File: src/rtl/agx_pkg.sv
// Shared types, phase and status codes for the AgentX Get request parser.
package agx_pkg;

  localparam int MAX_ITEMS = 6;
  localparam int CNT_W     = 3;

  localparam logic [2:0] PH_START    = 3'd0;
  localparam logic [2:0] PH_CTX_LEN  = 3'd1;
  localparam logic [2:0] PH_CTX_BODY = 3'd2;
  localparam logic [2:0] PH_OID_HDR  = 3'd3;
  localparam logic [2:0] PH_OID_SUB  = 3'd4;

  localparam logic [1:0] ST_SUBID = 2'd0;
  localparam logic [1:0] ST_EMPTY = 2'd1;
  localparam logic [1:0] ST_DONE  = 2'd2;
  localparam logic [1:0] ST_TRUNC = 2'd3;

  typedef struct packed {
    logic [7:0] data_byte;
    logic       end_of_pdu;
  } in_t;

  typedef struct packed {
    logic [31:0] subid;
    logic        oid_last;
    logic [1:0]  status;
  } out_t;

  typedef struct packed {
    logic [2:0]  phase;
    logic [1:0]  byte_position;
    logic [23:0] word_accumulator;
    logic [7:0]  subids_remaining;
    logic [7:0]  prefix_byte;
    logic        parsing_start_oid;
    logic [33:0] context_bytes_left;
  } state_t;

  function automatic out_t make_item(logic [31:0] subid, logic last, logic [1:0] st);
    out_t item;
    item.subid    = subid;
    item.oid_last = last;
    item.status   = st;
    return item;
  endfunction

endpackage

File: src/rtl/agentx_get_request_parser.sv
// AgentX Get PDU search-range parser top level, one payload byte per request.
// Latency: first result item is offered the cycle after the byte is accepted.
// Throughput, while out_ready is high: one byte per cycle while each byte gives at
// most one item; a byte giving several items (prefixed OID header, end of PDU) holds
// input until the result bank has nearly drained, one item per cycle on the output.
// Reset (synchronous): parser at start of PDU, result bank empty, ctx_flag 0.
module agentx_get_request_parser (
  input  logic          clk,
  input  logic          rst,
  input  logic          in_valid,
  output logic          in_ready,
  input  agx_pkg::in_t  in_data,
  output logic          out_valid,
  input  logic          out_ready,
  output agx_pkg::out_t out_data,
  input  logic          cfg_valid,
  output logic          cfg_ready,
  input  logic          context_present
);

  agx_pkg::state_t                        state;
  agx_pkg::state_t                        state_next;
  agx_pkg::out_t [agx_pkg::MAX_ITEMS-1:0] items;
  logic [agx_pkg::CNT_W-1:0]              item_count;
  logic                                   ctx_flag;
  logic                                   accept;

  assign cfg_ready = 1'b1;
  assign accept    = in_valid && in_ready;

  always_ff @(posedge clk) begin
    if (rst) begin
      ctx_flag <= 1'b0;
    end else if (cfg_valid && cfg_ready) begin
      ctx_flag <= context_present;
    end
  end

  agx_parse_step u_step (
    .state           (state),
    .context_present (ctx_flag),
    .req             (in_data),
    .state_next      (state_next),
    .items           (items),
    .item_count      (item_count)
  );

  always_ff @(posedge clk) begin
    if (rst) begin
      state.phase              <= agx_pkg::PH_START;
      state.byte_position      <= 2'd0;
      state.word_accumulator   <= 24'd0;
      state.subids_remaining   <= 8'd0;
      state.prefix_byte        <= 8'd0;
      state.parsing_start_oid  <= 1'b1;
      state.context_bytes_left <= 34'd0;
    end else if (accept) begin
      state <= state_next;
    end
  end

  agx_out_queue u_queue (
    .clk        (clk),
    .rst        (rst),
    .load       (accept),
    .load_items (items),
    .load_count (item_count),
    .space      (in_ready),
    .out_valid  (out_valid),
    .out_ready  (out_ready),
    .out_data   (out_data)
  );

`ifndef ASSERT_OFF
  a_eop_gives_item: assert property (@(posedge clk) disable iff (rst)
    accept && in_data.end_of_pdu |=> out_valid)
    else $error("end of PDU gave no result item");

  a_eop_restarts: assert property (@(posedge clk) disable iff (rst)
    accept && in_data.end_of_pdu |=> state.phase == agx_pkg::PH_START)
    else $error("parser not back at start after end of PDU");

  a_idle_ready: assert property (@(posedge clk) disable iff (rst)
    !out_valid |-> in_ready)
    else $error("input stalled with no result pending");

  a_start_aligned: assert property (@(posedge clk) disable iff (rst)
    state.phase == agx_pkg::PH_START |-> state.byte_position == 2'd0)
    else $error("byte position not cleared at start of PDU");
`endif

endmodule

File: src/rtl/agx_parse_step.sv
// Per-byte parser update: next state and the result items one request produces.
module agx_parse_step (
  input  agx_pkg::state_t                        state,
  input  logic                                   context_present,
  input  agx_pkg::in_t                           req,
  output agx_pkg::state_t                        state_next,
  output agx_pkg::out_t [agx_pkg::MAX_ITEMS-1:0] items,
  output logic [agx_pkg::CNT_W-1:0]              item_count
);

  always_comb begin
    agx_pkg::state_t          s;
    logic [31:0]              word;
    logic [33:0]              padded;
    logic [agx_pkg::CNT_W-1:0] n;
    logic                     ok;

    s     = state;
    items = '0;
    n     = '0;
    ok    = 1'b0;

    // first byte of a PDU picks up the context flag
    if (s.phase == agx_pkg::PH_START) begin
      s.phase             = context_present ? agx_pkg::PH_CTX_LEN : agx_pkg::PH_OID_HDR;
      s.byte_position     = 2'd0;
      s.word_accumulator  = 24'd0;
      s.parsing_start_oid = 1'b1;
    end

    word   = {s.word_accumulator, req.data_byte};
    padded = ({2'b00, word} + 34'd3) & ~34'd3;

    unique case (s.phase)
      agx_pkg::PH_CTX_LEN: begin
        if (s.byte_position != 2'd3) begin
          s.word_accumulator = word[23:0];
          s.byte_position    = s.byte_position + 2'd1;
        end else begin
          s.byte_position    = 2'd0;
          s.word_accumulator = 24'd0;
          if (padded == 34'd0) begin
            s.phase = agx_pkg::PH_OID_HDR;
          end else begin
            s.context_bytes_left = padded;
            s.phase              = agx_pkg::PH_CTX_BODY;
          end
        end
      end
      agx_pkg::PH_CTX_BODY: begin
        if (s.context_bytes_left <= 34'd1) begin
          s.context_bytes_left = 34'd0;
          s.phase              = agx_pkg::PH_OID_HDR;
          s.byte_position      = 2'd0;
        end else begin
          s.context_bytes_left = s.context_bytes_left - 34'd1;
        end
      end
      agx_pkg::PH_OID_HDR: begin
        if (s.byte_position == 2'd0) s.subids_remaining = req.data_byte;
        if (s.byte_position == 2'd1) s.prefix_byte = req.data_byte;
        if (s.byte_position != 2'd3) begin
          s.byte_position = s.byte_position + 2'd1;
        end else begin
          s.byte_position    = 2'd0;
          s.word_accumulator = 24'd0;
          if (s.parsing_start_oid) begin
            if (s.prefix_byte != 8'd0) begin
              // internet prefix 1.3.6.1.<prefix>
              items[0] = agx_pkg::make_item(32'd1, 1'b0, agx_pkg::ST_SUBID);
              items[1] = agx_pkg::make_item(32'd3, 1'b0, agx_pkg::ST_SUBID);
              items[2] = agx_pkg::make_item(32'd6, 1'b0, agx_pkg::ST_SUBID);
              items[3] = agx_pkg::make_item(32'd1, 1'b0, agx_pkg::ST_SUBID);
              items[4] = agx_pkg::make_item({24'd0, s.prefix_byte},
                                            s.subids_remaining == 8'd0, agx_pkg::ST_SUBID);
              n = 3'd5;
            end else if (s.subids_remaining == 8'd0) begin
              items[0] = agx_pkg::make_item(32'd0, 1'b1, agx_pkg::ST_EMPTY);
              n = 3'd1;
            end
          end
          if (s.subids_remaining == 8'd0) begin
            s.parsing_start_oid = ~s.parsing_start_oid;
            s.phase             = agx_pkg::PH_OID_HDR;
          end else begin
            s.phase = agx_pkg::PH_OID_SUB;
          end
        end
      end
      agx_pkg::PH_OID_SUB: begin
        if (s.byte_position != 2'd3) begin
          s.word_accumulator = word[23:0];
          s.byte_position    = s.byte_position + 2'd1;
        end else begin
          s.byte_position    = 2'd0;
          s.word_accumulator = 24'd0;
          if (s.subids_remaining != 8'd0) s.subids_remaining = s.subids_remaining - 8'd1;
          if (s.parsing_start_oid) begin
            items[0] = agx_pkg::make_item(word, s.subids_remaining == 8'd0, agx_pkg::ST_SUBID);
            n = 3'd1;
          end
          if (s.subids_remaining == 8'd0) begin
            s.parsing_start_oid = ~s.parsing_start_oid;
            s.phase             = agx_pkg::PH_OID_HDR;
          end
        end
      end
      default: begin
        s.phase = agx_pkg::PH_START;
      end
    endcase

    if (req.end_of_pdu) begin
      // done only on a whole range boundary, back at a start OID header
      ok = (s.phase == agx_pkg::PH_OID_HDR) && (s.byte_position == 2'd0) &&
           s.parsing_start_oid;
      items[n] = agx_pkg::make_item(32'd0, 1'b0, ok ? agx_pkg::ST_DONE : agx_pkg::ST_TRUNC);
      n = n + 3'd1;
      s.phase              = agx_pkg::PH_START;
      s.byte_position      = 2'd0;
      s.word_accumulator   = 24'd0;
      s.subids_remaining   = 8'd0;
      s.prefix_byte        = 8'd0;
      s.parsing_start_oid  = 1'b1;
      s.context_bytes_left = 34'd0;
    end

    state_next = s;
    item_count = n;
  end

endmodule

File: src/rtl/agx_out_queue.sv
// Result register bank: holds one request's items, emits one per cycle on out_ready.
module agx_out_queue (
  input  logic                                   clk,
  input  logic                                   rst,
  input  logic                                   load,
  input  agx_pkg::out_t [agx_pkg::MAX_ITEMS-1:0] load_items,
  input  logic [agx_pkg::CNT_W-1:0]              load_count,
  output logic                                   space,
  output logic                                   out_valid,
  input  logic                                   out_ready,
  output agx_pkg::out_t                          out_data
);

  agx_pkg::out_t [agx_pkg::MAX_ITEMS-1:0] slots;
  logic [agx_pkg::CNT_W-1:0]              count;
  logic                                   pop;

  assign out_valid = (count != '0);
  assign out_data  = slots[0];
  assign pop       = out_valid && out_ready;
  // room for a new request once the last held item leaves this cycle
  assign space     = (count == '0) || ((count == agx_pkg::CNT_W'(1)) && out_ready);

  always_ff @(posedge clk) begin
    if (rst) begin
      count <= '0;
    end else if (load) begin
      count <= load_count;
    end else if (pop) begin
      count <= count - agx_pkg::CNT_W'(1);
    end
  end

  always_ff @(posedge clk) begin
    if (load) begin
      slots <= load_items;
    end else if (pop) begin
      for (int i = 0; i < agx_pkg::MAX_ITEMS - 1; i++) begin
        slots[i] <= slots[i+1];
      end
    end
  end

endmodule
File: config.mk
export PLATFORM = sky130hd
export DESIGN_NAME = agentx_get_request_parser
export DESIGN_NICKNAME = d
export VERILOG_FILES = /design/src/rtl/agx_pkg.sv /design/src/rtl/agentx_get_request_parser.sv /design/src/rtl/agx_parse_step.sv /design/src/rtl/agx_out_queue.sv
export SDC_FILE = /design/constraint.sdc
export NUM_CORES = 1
export LEC_CHECK = 0
export ABC_CLOCK_PERIOD_IN_PS = 3800
export BUFFER_PORTS_ARGS = -buffer_cell sky130_fd_sc_hd__buf_4
export CORE_MARGIN = 8
export CORE_UTILIZATION = 30
export DETAILED_ROUTE_END_ITERATION = 6
export GPL_TIMING_DRIVEN = 0
export SLEW_MARGIN = 20
export SYNTH_ARGS = -nofsm -noshare
export SYNTH_HDL_FRONTEND = slang
export SYNTH_SLANG_ARGS = --single-unit
File: constraint.sdc
create_clock -name clk -period 3.8 [get_ports clk]
set_input_delay 0.19 -clock clk [delete_from_list [all_inputs] [get_ports clk]]
set_output_delay 0.19 -clock clk [all_outputs]
set_load 0.02 [all_outputs]
==> impl_metrics.py <==
metrics = {
    "outcome": {
        "status": "completed",
    },
    "timing": {
        "finalSetupViolations": 0,
        "clock.fmax_ghz": 0.2691,
        "hold_slack_ps": 38.74,
        "slew_violations": 0,
        "final.min_clock_period_ps": 3717,
        "setup_tns_ps": 0,
        "tightest_slew_ps": 940.9,
        "skew_ps": 17.17,
        "period_share_pct": 97.80,
        "slew_headroom_pct": 37.28,
        "rsz0062_at_grt": "yes",
        "hold_viol_final": 0,
    },
    "grt": {
        "antenna_found_initial": 0,
        "grt_use_met3_pct": 2.631,
        "grt_pass1_wl_um": 47510,
        "grtUsageTotal_pct": 15.86,
        "grt_max_degree": 56,
        "gr-total-overflow": 0,
        "grt_pass1_vias": 8090,
        "met1_usage_pct": 21.16,
        "grt-busiest-layer": "met2",
        "use_met2_pct": 25.02,
    },
    "cts": {
        "cts_max_level": 4,
        "cts_tree": "built",
        "cts_made_buffers": 17,
        "clkSinkCount": 165,
        "clockRootBuffer": "clkbuf_16",
        "cts_buffer_depth": 2,
        "clk_pin_slew_worst_paths_ps": 80,
        "worst_skew_pair.late_latency_ps": 450,
    },
    "critical_path": {
        "rrSetupSlack_ps": 80,
        "cp_cell_sequence": "buf_6 > nand3_2 > or4_4 > or4_1 > a32o_1 > or4b_4 > nor3b_2 > o2111ai_4 > a21o_4 > buf_4 > nand3_1 > a21oi_1",
        "cp-start-kind": "register",
        "cp_top_family": "simple AND/OR/NAND/NOR gates",
        "crit_required_ps": 4110,
        "worstSetupPathType": "reg2reg",
        "cp_max_fo": 10,
        "worstSetupEndpointType": "register",
        "slowest_delay_ps": 530,
        "slowest_stage": "or4_4",
        "r2r-end": "state[8]$_SDFFE_PP0P_",
        "timing.rr.start": "state[53]$_SDFFE_PP0P_",
        "ff2ff_path_depth": 12,
        "crit_arrival_ps": 4030,
        "path_buf_inv": 2,
    },
    "yosys": {
        "synthAdderAreaFrac_pct": 1.561,
        "synth_flop_cell": "dfxtp_1",
        "synthTopCellsByCount": "nor2_1, nand2_1, dfxtp_1, edfxtp_1",
        "syn_inst": 1090,
        "synth_top_family_by_area": "simple AND/OR/NAND/NOR gates",
        "synthMuxAreaShare_pct": 1.899,
        "ys_seq_elements": 165,
        "ys_async_sr_fraction_pct": 0,
        "synth_edf_count": 81,
        "synth-seq-area-share_pct": 42.77,
        "avgSynthCellArea_um2": 8.825,
        "synth_area_um2": 9619,
        "synth-compound-area-share_pct": 19.65,
        "synth_area_leaders": "edfxtp_1, dfxtp_1, nor2_1",
        "synthMostInstantiatedCell": "nor2_1",
        "synth.largest_area_cell": "edfxtp_1",
        "synthSimpleGateAreaFrac_pct": 22.40,
        "synth.distinct_cells": 76,
        "synth_xor_area_share_pct": 4.097,
        "synth_nets": 1117,
        "ys.warnings.count": 0,
        "yosys.area.top_type_share_pct": 25.29,
    },
    "layout": {
        "drive_gt1_share_pct": 16.12,
        "final_nets": 1193,
        "insertedDiodeCount": 0,
        "num-fill-cells": 3226,
        "area_growth_pct": 18.22,
    },
    "place": {
        "routabilityCongestion": 0.9084,
        "dp_hpwl_um": 21640,
        "io_buffers": 46,
    },
    "routing": {
        "ant_nets": 0,
        "routed_wirelength_um": 30620,
        "dr.pass1.iters": 6,
        "vias_per_cell": 5.494,
        "post_drt_wl_per_cell_um": 19.37,
        "remaining_drc_errors": 0,
        "drtIter0Drc": 847,
        "vias": 8686,
    },
    "floorplanning": {
        "die_area_um2": 38050,
        "die_w_um": 195.1,
        "die_h_um": 195.1,
        "core_area_um2": 31560,
        "io_pins": 53,
        "start_util_pct": 30.48,
        "row_count": 65,
    },
    "pwr": {
        "p_per_area_nw_per_um2": 585.1,
        "p_leak_uw": 0.004166,
        "irDropWorstVdd_mv": 0.2845,
    },
    "min_path": {
        "hold_end": "u_queue.count[2]$_SDFFE_PP0P_",
        "hp-start": "out_ready",
        "hold_depth": 4,
        "hold_class": "in2reg",
    },
    "run": {
        "maxCapViolCount": 0,
    },
}
## flip-flops by register name (all words and copies together) (netlist names)
register and cells:
u_queue.count 3, u_queue.out_data 35, state 80, u_queue.slots 46, ctx_flag 1
## final cells by class
type / instances / area (um^2) / area share [%]
plain buffers: 115 / 653.1 / 5.743
clock buffers: 18 / 439.2 / 3.862
clock inverters: 14 / 157.7 / 1.386
inverters: 24 / 90.09 / 0.7922
multi-input cells: 779 / 4908 / 43.16
flip-flops and latches: 165 / 4115 / 36.19
well taps: 402 / 503.0 / 4.423
repair buffers: 64 / 505.5 / 4.445
## worst register-to-register path, cell delays in order, from the launching register on
cell and delay [ps]:
dfxtp_1 330, buf_6 130, nand3_2 100, or4_4 530
or4_1 490, a32o_1 280, or4b_4 480, nor3b_2 280
o2111ai_4 230, a21o_4 330, buf_4 200, nand3_1 130
a21oi_1 90
## routing by layer
layer  wire (um)  vias to the layer above
met5           0                        -
met1       13710                     4197
met4        1013                        0
met2       14000                      335
li1            -                     4093
met3        1900                       61
## kinds of logic after synthesis
group                      after synthesis
AOI/OAI and AO/OA                      269
xor gates and xnor gates                45
adders and majority gates               12
buffers and inverters                  146
DFF                                    165
muxes                                   18
other                                    1
and+or+nand+nor                        434
## through the flow
| step | instances | worst slack (ps) | instance area (um^2) | util, % | total power (uW) |
|---|---|---|---|---|---|
| finish | 1581 | 83.45 | 11370 | 36.04 | 6654 |
| detailed placement | 1539 | -643.4 | 10510 | 33.30 | 4867 |
| CTS | 1572 | -4.205 | 11210 | 35.52 | 6647 |
| floorplan | 1090 | 495.9 | 9619 | - | 4114 |
| global placement | 1538 | -715.2 | 10470 | 33.17 | 4822 |
| global route | 1581 | -2.101 | 11370 | 36.04 | 7009 |
## where the power goes
group          leakage, uW  switching [uW]  internal, uW  total, uW
Clock             0.000290             864           900       1760
Sequential         0.00151             128          2340       2470
Combinational      0.00237            1490           928       2420
Total              0.00417            2480          4170       6650
## placed cells by master (no fill, tap or decap), types with 5 or more instances in the layout
master     netlist  final
a211oi_1         7      6
a21o_1          10      9
a21oi_1         65     65
a22o_1          19     19
a22oi_1         26     26
a31oi_1          6      5
a32o_1           9      9
and2_1          51     51
and3_1          12     12
buf_1            6      6
buf_4           42    103
buf_6            2      7
clkbuf_1        65     51
clkbuf_16        0     17
clkbuf_2         0      7
dfxtp_1         84     83
edfxtp_1        81     81
ha_1            12      9
inv_1           24     24
mux2i_1         16     16
nand2_1         91     91
nand2b_1         6      6
nand3_1         31     31
nand4_1         18     18
nor2_1         129    128
nor3_1          32     30
nor3b_1          6      6
nor4_1          20     20
o2111ai_1        6      6
o211ai_1         5      5
o21ai_0         42     41
o22ai_1         10     10
o31ai_1          9      9
or3_1           10     10
or4_1            7      7
xnor2_1         27     27
xor2_1          18     18
## worst max-delay path by stage
stage                                       from                     end  slack, ps  cells past startpoint
after global placement    state[79]$_SDFFE_PP0P_  state[68]$_SDFFE_PP0P_       -720                     14
after global routing      state[54]$_SDFFE_PP0P_  state[31]$_SDFFE_PP0P_         -2                     12
after CTS                 state[52]$_SDFFE_PP0P_   state[8]$_SDFFE_PP0P_         -4                     12
after detailed placement  state[79]$_SDFFE_PP0P_  state[68]$_SDFFE_PP0P_       -640                     14
final                     state[53]$_SDFFE_PP0P_   state[8]$_SDFFE_PP0P_         80                     12
after floorplan           state[77]$_SDFFE_PP0P_  state[59]$_SDFFE_PP0P_        500                     14
## repair_timing
action                                  CTS  global route
gates resized for setup                  15            35
setup buffers                             2            13
hold endpoints to repair                  1             0
endpoints found under the setup margin   85            75
pin swaps                                 1             8
hold buffers                              2             0
Power figures use the tool's default switching activity.
